### config.mk
export PLATFORM = sky130hd
export DESIGN_NAME = tksi_ctrl
export DESIGN_NICKNAME = d
export VERILOG_FILES = /design/src/rtl/core/tksi_pkg.sv /design/src/rtl/core/tksi_ctrl.sv
export SDC_FILE = /design/constraint.sdc
export NUM_CORES = 1
export LEC_CHECK = 0
export BUFFER_PORTS_ARGS = -buffer_cell sky130_fd_sc_hd__buf_2
export CAP_MARGIN = 20
export CORE_AREA = 3 3 40 42
export DETAILED_ROUTE_END_ITERATION = 8
export DIE_AREA = 0 0 43 45
export PLACE_DENSITY = 0.34
export SLEW_MARGIN = 10
export SYNTH_ARGS = -nofsm -noshare
export SYNTH_HDL_FRONTEND = slang
export SYNTH_SLANG_ARGS = --single-unit
### constraint.sdc
create_clock -name clk -period 1.46 [get_ports clk]
set_clock_uncertainty 0.2 [all_clocks]
set_input_delay 0 -clock clk [delete_from_list [all_inputs] [get_ports clk]]
set_output_delay 0 -clock clk [all_outputs]
set_load 0.01 [all_outputs]
### src/rtl/core/tksi_pkg.sv
// ----------------------------------------------------------------------------
// tksi_pkg
// Shared types, widths and codes for the top-k sorted insertion store.
// ----------------------------------------------------------------------------
package tksi_pkg;

	localparam int ENTRIES_DEF = 16;
	localparam int SCORE_W     = 32;
	localparam int TAG_W       = 64;
	localparam int RANK_W      = 4;
	localparam int TOL_W       = 16;
	localparam int CORNERS     = 6;

	localparam logic [SCORE_W-1:0] EMPTY_SCORE = '1;

	typedef enum logic {
		CMD_INSERT = 1'b0,
		CMD_READ   = 1'b1
	} command_t;

	typedef enum logic [1:0] {
		ST_INSERTED   = 2'd0,
		ST_DUPLICATE  = 2'd1,
		ST_NOT_BETTER = 2'd2,
		ST_READ_DATA  = 2'd3
	} status_t;

	typedef enum logic [1:0] {
		S_IDLE,
		S_COMPARE,
		S_UPDATE
	} state_t;

	// controller to datapath
	typedef struct packed {
		logic capture;
		logic compare;
		logic update;
	} dp_cmd_t;

	typedef struct packed {
		command_t                    command;
		logic [SCORE_W-1:0]          score;
		logic [4:0]                  type_code;
		logic [7:0]                  start_offset;
		logic [2:0]                  vertex_count;
		logic [CORNERS-1:0][7:0]     corner;
		logic [RANK_W-1:0]           read_rank;
	} item_t;

	typedef struct packed {
		status_t            status;
		logic [RANK_W-1:0]  rank;
		logic [SCORE_W-1:0] threshold_score;
		logic [SCORE_W-1:0] entry_score;
		logic [TAG_W-1:0]   entry_tag;
	} result_t;

endpackage

### src/rtl/core/tksi_ctrl.sv
// ----------------------------------------------------------------------------
// tksi_ctrl
// Sequencer: capture, compare against all ranks, then update and load result.
// ----------------------------------------------------------------------------
module tksi_ctrl import tksi_pkg::*; (
	input  logic    clk,
	input  logic    arst_n,
	input  logic    in_valid,
	output logic    in_ready,
	output logic    out_valid,
	input  logic    out_ready,
	output dp_cmd_t cmd
);

	state_t state_q, state_d;
	logic   out_valid_q;

	always_ff @(posedge clk or negedge arst_n) begin
		if (!arst_n) begin
			state_q <= S_IDLE;
		end else begin
			state_q <= state_d;
		end
	end

	always_comb begin
		state_d  = state_q;
		cmd      = '0;
		in_ready = 1'b0;
		case (state_q)
			S_IDLE: begin
				in_ready = 1'b1;
				if (in_valid) begin
					cmd.capture = 1'b1;
					state_d     = S_COMPARE;
				end
			end
			S_COMPARE: begin
				cmd.compare = 1'b1;
				state_d     = S_UPDATE;
			end
			S_UPDATE: begin
				// result register must be free, or emptying this cycle
				if (!out_valid_q || out_ready) begin
					cmd.update = 1'b1;
					state_d    = S_IDLE;
				end
			end
			default: begin
				state_d = S_IDLE;
			end
		endcase
	end

	always_ff @(posedge clk or negedge arst_n) begin
		if (!arst_n) begin
			out_valid_q <= 1'b0;
		end else if (cmd.update) begin
			out_valid_q <= 1'b1;
		end else if (out_ready) begin
			out_valid_q <= 1'b0;
		end
	end

	assign out_valid = out_valid_q;

endmodule

# Word level (Yosys, flattened, before mapping)
# Index checks and enable logic that the tools add are counted.
classes:
  n_shift: 0
  n_mul: 0
  div: 0
  n_reduce_logical: 5
  n_addsub: 0
  n_bitwise: 0
  magnitude_cmp: 0
  eq_ne: 4
  muxes: 11
op_table:
  columns: ["op", "n"]
  rows:
  - ["$mux 1", 8]
  - ["$pmux 2 s3", 1]
  - ["$mux 2", 2]
  - ["$ne 2x2->1 const B", 2]
  - ["$eq 2x1->1 const B", 1]
  - ["$eq 2x2->1 const B", 1]
  - ["$logic_not 2->1", 1]
  - ["$reduce_and 2->1", 1]
  - ["$reduce_bool 2->1", 1]
  - ["$logic_not 1->1", 1]
  - ["$logic_or 1x1->1", 1]
totals:
  mem_count: 0
  in_bits: 4
  ff_bits: 3
  latch_bits: 0
  word_cells: 22
  romBits: 0
  output_inout_bits: 5
  ramBits: 0

# Depth between registers and ports, before layout
# Gate-level depths: netlist of run 1.
logic_depth:
  word_depth: 5
  ltp_mapped: 2
  ltp_nobuf: 2

# Worst setup path before layout of run 1
# Ideal clock, no wire load.
synth_path:
  path_kind: "register to register"
  start: "register state_q[0]"
  end: "register state_q[1]"
  arrival_ns: 0.679
  slack_ns: 0.458
  path_buffers: 0
  synth_period_minus_slack_ns: 1.002
  stages_incl_launch_ff: 3
  required_time_ns: 1.136
  setup_ns: 0.124
  path_cell_list: "dfrtp_1 nor2b_2 o21bai_1"
synth_via:
  elab_chain_cells: 3
  word_cells_on_any_way: 7
  cone_classes: "eq/ne (4); mux (1); reduce/logical (2)"
synth_rtl:
  columns: ["element", "line_no", "text"]
  rows:
  - ["start: declaration", "tksi_ctrl.sv:15", "state_t state_q, state_d;"]
  - ["start signal: assignment", "tksi_ctrl.sv:22", "state_q <= state_d;"]
  - ["$eq 2x2->1 / $logic_not 2->1 (equally long branches)", "tksi_ctrl.sv:30", "case (state_q)"]
  - ["$ne 2x2->1 (no source line)", null, null]
  - ["$reduce_and 2->1 (no source line)", null, null]
# Parallel ways exist; a longest one is shown, timed or not.
# A chain may end at the register's enable or synchronous reset.

==> impl_metrics.ini, run 1 <==
[outcome]
status = finished, final reports clean

[detailed_routing]
first_iter_violations = 1
drt_drc_violations_left = 0
vias = 133
drtPass1Iterations = 2
wl_per_cell_um = 7.395
routed_wl_um = 318
antenna_left = 0
routed_via_density = 3.093

[worst_setup_path]
cp-end-kind = primary output
worst_path_largest_cell_delay_ps = 530
r2r_start = state_q[0]
critPathRequiredTime_ps = 1260
crit_arrival_ps = 1080
r2r_cells = 2
cpMostUsedCell = buf_2
r2r-end = state_q[1]
crit_path_cell_trace = dlygate4sd3_1, buf_2, nand2b_1, nor2b_1, buf_2
critPathSlowestCell = dlygate4sd3_1
rrSetupSlack_ps = 450
cp-start-kind = input pin
path_class = input pin to primary output
crit_buf_inv = 3
critPathTopFamily = buffers and inverters
path_max_fanout = 3

[pwr]
power_density_nw_per_um2 = 1587
peakVddDrop_uv = 379.9
p_leak_nw = 0.1290

[yosys]
synth_area_um2 = 132.6
synth-edff-count = 0
synth_area_leaders = dfrtp_1, and2_1, nand2b_1
synth_area_per_cell_um2 = 11.05
synth_most_common_cell = dfrtp_1
yosysWarnings = 0
synth.top_cells.by_count = dfrtp_1, and2_1, nand2b_1
synth_top_area_cell = dfrtp_1
yosys.cell_types.count = 8
synth-main-ff-cell = dfrtp_1
syn_inst = 12
ys_seq_elements = 3
async_flop_share_pct = 100.0
synth_seq_area_share_pct = 56.60
synth_top_area_share_pct = 56.60
syn_nets = 16

[clock_network]
cts_tree = built
clk_latency_ps = 230
cts_buffers = 3
ctsResizeCount = 0
cts_hold_buf = 4
path_clk_slew_ps = 30
postCtsSetupBuffers = 0
root_buffer = clkbuf_4
clock_path_buffers = 2
htreeDepth = 1
numClockSinks = 3

[hold_path]
worstHoldEndpoint = out_valid
hold_class = flip-flop to flip-flop
whs_path_depth = 2
hold_start = out_valid

[global_routing]
grt_use_total_pct = 5.004
grt.overflow.total = 0
antenna_found_initial = 0
grt_start_max_net_pins = 4
grt_pass1_wl_um = 572
grt_pass1_vias = 146

[die]
core.rowCount = 13
die_h_um = 45
io_pins = 9
die_w_um = 43
core_um2 = 1285
start_util_pct = 10.32
dieArea_um2 = 1935

[placement]
gp_congestion = 0.6352
dp_slack_ps = 449.9
dpl.hpwl_um = 251.7
port_buffers = 8
post-place-cells = 35
place_area_um2 = 191.4

[flow_run]
max_cap_viol_count = 0

[layout]
diodes = 0
nNetsFinal = 33
final_cell_count_no_fill = 43
final_area_um2 = 257.7
drive_gt1_share_pct = 46.43
syn_to_final_growth_pct = 94.34

[sta]
setup_violations = 0
fmax_ghz = 0.7803
holdWs_ps = 319.5
finalSetupTns_ps = 0
fin_ws_ps = 178.5
rsz0062_at_grt = no
worst_pin_slew_ps = 164.2
final.min_clock_period_ps = 1282
final_max_slew_viol_count = 0
fin_crit_sh_pct = 87.77
slew_headroom_pct = 89.02
hold_viol_final = 0
[where the power goes]
group	switching [mW]	total, mW	internal (mW)
Combinational	0.0683	0.137	0.0691
Sequential	0.0183	0.128	0.110
Clock	0.0411	0.143	0.102
Total	0.128	0.409	0.281
[layout by cell type (no fill, tap or decap)]
cell type | netlist | final
and2_1 | 2 | 2
nor2b_1 | 1 | 1
clkbuf_1 | 0 | 1
clkbuf_4 | 0 | 3
nor2b_2 | 1 | 1
o21bai_1 | 1 | 1
dlygate4sd3_1 | 0 | 4
nand2b_1 | 2 | 2
nor2_2 | 1 | 1
dfrtp_1 | 3 | 3
buf_2 | 0 | 8
nand2_1 | 1 | 1
[area by class of cell]
cell class,instances,area [µm²]
Fill cell,141,1027
Timing Repair Buffer,12,80.08
Sequential cell,3,75.07
Multi-Input combinational cell,9,57.56
Clock buffer,4,26.28
Tap cell,15,18.77
[how the worst max path moves through the flow]
stage          slack [ps]    endpoint  cells after the start       start
3_5_place_dp          450  state_q[1]                      2  state_q[0]
6_report              180      cmd[0]                      5   out_ready
4_1_cts               180      cmd[0]                      5   out_ready
2_1_floorplan         460  state_q[1]                      2  state_q[0]
3_3_place_gp          470      cmd[0]                      3  state_q[0]
5_1_grt               130      cmd[0]                      3  state_q[0]
[through the flow]
| step | power, mW | util (%) |
|---|---|---|
| 6_report | 0.4091 | 20.06 |
| 3_5_place_dp | 0.2620 | 14.90 |
| 2_1_floorplan | 0.2054 | - |
| 3_3_place_gp | 0.2602 | 14.90 |
| 5_1_grt | 0.4507 | 20.06 |
| 4_1_cts | 0.4227 | 20.06 |
[tightest hold or removal path, stage by stage, from the launching register on]
cell	delay [ps]
dfrtp_1	330
nand2b_1	90
nand2_1	60
[layer usage]
metal  global-route usage, %  vias up  wire [µm]
met4                   5.422        0          0
met5                       0        -          0
met2                   4.491       10        121
met1                   4.843       55        138
met3                   6.375        0         58
li1                        -       68          -
[kinds of logic after synthesis]
| logic type | count (synthesis) | synth area share (%) |
|---|---|---|
| DFF | 3 | 56.60 |
| AOI/OAI and AO/OA | 1 | 5.662 |
| and+or+nand+nor | 8 | 37.74 |
[state kept, by name (all words and copies together), names as in the netlist]
name,cells
out_valid,1
state_q,2
(Power assumes the default switching activity.)
==> run 2, diff against run 1 <==
Settings changed: SETUP_SLACK_MARGIN from default to 0.3.
==> run 2 against run 1 <==
Net effect:
- the flow now finishes with violations (negative hold slack)
- design area fell by 0.49%
- sequential share of layout area rose by 0.63 points
- maximum frequency rose by 4.1%
- core utilization fell by 0.097 points
- die area did not move
- worst hold slack got worse by 440 ps
==> impl_metrics.ini, run 2 (synthesis results as in run 1) <==
[worst_setup_path]
crit_path_cell_trace = nor2_2, and2_1, buf_2
cp-start-kind = flip-flop
rrSetupSlack_ps = 440
critPathSlowestCell = dfrtp_2
crit_arrival_ps = 1030
critPathTopFamily = flip-flops
r2r_cells = 2
cp.depth = 3
crit_buf_inv = 1
r2r_start = state_q[0]
worst_path_largest_cell_delay_ps = 430
critPathRequiredTime_ps = 1260
cp-endpoint = cmd[2]
cp-end-kind = primary output
path_max_fanout = 3
path_class = flip-flop to primary output
r2r-end = state_q[1]
cp-startpoint = state_q[1]

[detailed_routing]
vias = 131
antenna_left = 0
drt_drc_violations_left = 0
drtPass1Iterations = 2
wl_per_cell_um = 7.905
routed_via_density = 3.119
routed_wl_um = 332
first_iter_violations = 1

[die]
start_util_pct = 10.32
die_w_um = 43
core.rowCount = 13
core_um2 = 1285
dieArea_um2 = 1935
io_pins = 9
die_h_um = 45

[clock_network]
clock_path_buffers = 2
path_clk_slew_ps = 40
cts_buffers = 3
root_buffer = clkbuf_4
clk_latency_ps = 230
htreeDepth = 1
cts_tree = built
postCtsSetupBuffers = 0
numClockSinks = 3
cts_hold_buf = 3

[outcome]
violations = negative hold slack
status = finished with violations

[layout]
syn_to_final_growth_pct = 93.40
final_area_um2 = 256.5
diodes = 0
nNetsFinal = 32
largest-register = state_q
final_cell_mix = buf_2, clkbuf_4, dlygate4sd3_1
layout_commonest_cell = buf_2
largest_reg_flops = 2
drive_gt1_share_pct = 55.56

[placement]
gp_congestion = 0.6352
place_area_um2 = 191.4
port_buffers = 8
dpl.hpwl_um = 251.7

[global_routing]
antenna_found_initial = 0
grt_pass1_vias = 141
grt.overflow.total = 0
grt_use_total_pct = 5.004
grt_start_max_net_pins = 4
grt_pass1_wl_um = 572

[sta]
fin_crit_sh_pct = 84.30
slew_headroom_pct = 88.91
fmax_ghz = 0.8125
rsz0062_at_grt = yes
setup_violations = 0
final.min_clock_period_ps = 1231
finalSetupTns_ps = 0
final_max_slew_viol_count = 0
hold_viol_final = 2
worst_pin_slew_ps = 165.9
holdWs_ps = -123.0

[pwr]
peakVddDrop_uv = 423.5
power_density_nw_per_um2 = 1651
p_leak_nw = 0.1270

[flow_run]
max_cap_viol_count = 0

[hold_path]
hold_class = input pin to flip-flop
[run 2: cell types whose count changed in the layout (fill, tap and decap cells not counted), sizes merged]
cell and delta:
dlygate4sd3 -1
[run 2: how the worst min path moves through the flow]
stage              start         to  slack, ps  cells after the start
6_report       out_ready  out_valid       -120                      3
3_5_place_dp      arst_n  out_valid       -400                      1
2_1_floorplan     arst_n  out_valid       -500                      0
4_1_cts        out_ready  out_valid       -130                      3
5_1_grt        out_ready  out_valid       -110                      3
3_3_place_gp      arst_n  out_valid       -400                      1
[run 2: worst reg2reg max path: stages, from the launching register on]
cell      delay, ps
dfrtp_1         380
nor2b_2         160
o21bai_1        150
[run 2: repair_timing]
item / CTS / global route
endpoints found under the hold margin: 6 / 2
cloned: 0 / 0
endpoints found under the setup margin: 2 / 4
pin swaps: 2 / 0
resized for setup: 1 / 1
[run 2: final cells by class]
class                   instances  area [µm²]
clock buffers                   4       26.28
multi-input cells               9       65.06
well taps                      15       18.77
repair buffers                 11       70.07
fillers                       143        1028
flip-flops and latches          3       76.32
[run 2: per-layer routing]
metal  track usage, %  vias to the layer above  routed length (µm)
li1                 -                       66                   -
met1            4.600                       55                 148
met2            4.790                       10                 127
met3            6.375                        0                  57
met4            5.422                        0                   0
met5                0                        -                   0
[run 2: report_power, final]
part	internal [mW]	switching (mW)
Sequential	0.112	0.0241
Clock	0.102	0.0421
Combinational	0.0750	0.0683
[run 2: through the flow]
stage | util, % | worst slack, ps | total power [mW] | cells
2_1_floorplan | - | 457.5 | 0.2054 | 12
3_3_place_gp | 14.90 | 473.9 | 0.2602 | 35
3_5_place_dp | 14.90 | 449.9 | 0.2620 | 35
4_1_cts | 19.86 | 205.9 | 0.4335 | 42
5_1_grt | 19.96 | 152.0 | 0.4652 | 42
6_report | 19.96 | 229.2 | 0.4236 | 42
==> run 3, diff against run 2 <==
Settings changed: ABC_AREA from default to 1, PLACE_DENSITY 0.34 to 0.36.
Clock period 1.46 ns to 1.1 ns, I/O delays scaled along.
==> run 3 against run 2 <==
Net effect:
- largest cell class unchanged
- count of clock-buffer cells in the layout unchanged
- the run ends with negative hold slack, negative setup slack left
- via count up 15%
- highest routed layer unchanged
- cell count up 12%
==> impl_metrics.ini, run 3 <==
[outcome]
status = finished with violations
violations = negative hold slack, negative setup slack

[clock_network]
root_buffer = clkbuf_4
clk_latency_ps = 230
htreeDepth = 1
numClockSinks = 3
cts_buffers = 3
cts_tree = built
cts_hold_buf = 1
clock_path_buffers = 2
path_clk_slew_ps = 40

[global_routing]
grt_use_total_pct = 5.092
grt.overflow.total = 0
grt_pass1_wl_um = 621
antenna_found_initial = 0
grt_start_max_net_pins = 7
grt_pass1_vias = 156

[yosys]
ys_seq_elements = 3
async_flop_share_pct = 100.0
synth-xor-area-share_pct = 0
syn_nets = 22
synth-edff-count = 0
synthMuxAreaShare_pct = 0
synth_most_common_cell = nor2_1
synth_fa_ha_area_share_pct = 0
syn_inst = 18
synth_seq_area_share_pct = 52.63
synth_area_per_cell_um2 = 7.924
synth_area_um2 = 142.6
synth_top_area_share_pct = 52.63
yosysWarnings = 0
synth_top_area_cell = dfrtp_1
synth-main-ff-cell = dfrtp_1
synthSimpleGateAreaFrac_pct = 33.33
synth_area_leaders = dfrtp_1, nor2_1, nor3b_1
yosys.cell_types.count = 8
synth-compound-area-share_pct = 3.509
synth.top_cells.by_count = nor2_1, dfrtp_1, inv_1, nand2_1, nor3b_1
synth_top_family_by_area = simple AND/OR/NAND/NOR gates

[detailed_routing]
drtPass1Iterations = 2
wl_per_cell_um = 7.426
antenna_left = 0
drt_drc_violations_left = 0
vias = 150
routed_wl_um = 349
first_iter_violations = 1
routed_via_density = 3.191

[layout]
nNetsFinal = 37
final_cell_mix = buf_2, inv_1, clkbuf_4
drive_gt1_share_pct = 59.38
diodes = 0
largest-register = state_q
largest_reg_flops = 2
final_area_um2 = 270.3
syn_to_final_growth_pct = 89.47
layout_commonest_cell = buf_2
fin_util_pct = 21.03

[die]
die_w_um = 43
core_um2 = 1285
io_pins = 9
dieArea_um2 = 1935
core.rowCount = 13
die_h_um = 45
start_util_pct = 11.10

[worst_setup_path]
critPathSlowestCell = dfrtp_2
r2r_start = state_q[0]
crit_buf_inv = 1
path_class = flip-flop to primary output
worst_path_largest_cell_delay_ps = 450
path_max_fanout = 6
critPathRequiredTime_ps = 900
rrSetupSlack_ps = 60
cp-start-kind = flip-flop
crit_path_cell_trace = nor3b_2, buf_2
r2r_cells = 4
crit_arrival_ps = 1010
critPathTopFamily = flip-flops
r2r-end = state_q[1]
cp-end-kind = primary output

[placement]
port_buffers = 8
dpl.hpwl_um = 252.6
place_area_um2 = 212.7
gp_congestion = 0.6636

[pwr]
power_density_nw_per_um2 = 2282
totalPowerFinal_uw = 616.7
peakVddDrop_uv = 649.4
p_leak_nw = 0.1365

[sta]
final.min_clock_period_ps = 1211
holdWs_ps = -233.6
rsz0062_at_grt = yes
fmax_ghz = 0.8256
final_max_slew_viol_count = 0
fin_crit_sh_pct = 110.1
worst_pin_slew_ps = 159.4
fin_ws_ps = -111.2
hold_viol_final = 6
slew_headroom_pct = 89.35
setup_violations = 4

[hold_path]
worstHoldEndpoint = out_valid
whs_path_depth = 2
hold_start = out_ready
hold_class = input pin to flip-flop

[flow_run]
max_cap_viol_count = 0
[run 3: cell count changes after synthesis]
cell / previous run / this run
and2_1: 2 / 0
inv_1: 0 / 3
inv_2: 0 / 1
nand2_1: 1 / 3
nand2b_1: 2 / 0
nor2_1: 0 / 4
nor2b_1: 1 / 0
nor2b_2: 1 / 0
nor3b_1: 0 / 2
o21ai_0: 0 / 1
o21bai_1: 1 / 0
[run 3: cell families (layout without fill, tap and decap cells)]
group	Yosys count	in the layout
and+or+nand+nor	10	10
DFF	3	3
buffers and inverters	4	18
AOI/OAI and AO/OA	1	1
[run 3: layout make-up]
type,instances,area [µm²]
Multi-Input combinational cell,11,70.07
Clock buffer,4,26.28
Tap cell,15,18.77
Inverter,4,15.01
Sequential cell,3,76.32
Fill cell,147,1015
Timing Repair Buffer,10,63.81
[run 3: worst reg2reg max path, cell delays in order (launching register included)]
cell,delay (ps)
dfrtp_1,400
buf_4,160
nor2_2,100
nand2_1,50
nand2_1,60
[run 3: how the worst max path moves through the flow]
stage                from         end  slack (ps)  cells after the start
6_report       state_q[1]      cmd[2]        -110                      2
5_1_grt        state_q[1]      cmd[2]        -160                      2
4_1_cts        state_q[0]      cmd[0]        -120                      4
3_3_place_gp   state_q[0]      cmd[0]         100                      4
2_1_floorplan  state_q[0]  state_q[1]         160                      4
3_5_place_dp   state_q[0]      cmd[0]          80                      4
[run 3: what timing repair did]
item | CTS | global route
cloned | 0 | 0
setup endpoints to repair | 8 | 8
resized for setup | 3 | 1
pin swaps | 2 | 1
endpoints found under the hold margin | 6 | 6
setup buffers | 1 | 0
[run 3: per-stage QoR]
stage / std cells / TNS [ps] / hold slack (ps) / setup WS [ps]
finish: 47 / -311.4 / -233.6 / -111.2
global placement: 41 / 0 / -403.2 / 104.3
detailed placement: 41 / 0 / -399.6 / 82.50
CTS: 47 / -350.7 / -245.5 / -116.1
global route: 47 / -544.0 / -233.5 / -163.1
floorplan: 18 / 0 / -495.6 / 155.5
[run 3: routing by layer]
metal	GRT usage, %	share of wire [%]
met5	0	0
met2	5.090	32
met4	7.229	0
met3	3.586	15
met1	5.583	54
[run 3: where the power goes]
part           switching, mW  total (mW)  internal (mW)  leakage (nW)
Sequential            0.0451       0.193          0.148        0.0371
Combinational          0.119       0.231          0.112        0.0844
Clock                 0.0567       0.193          0.136        0.0150
Total                  0.221       0.617          0.396         0.136
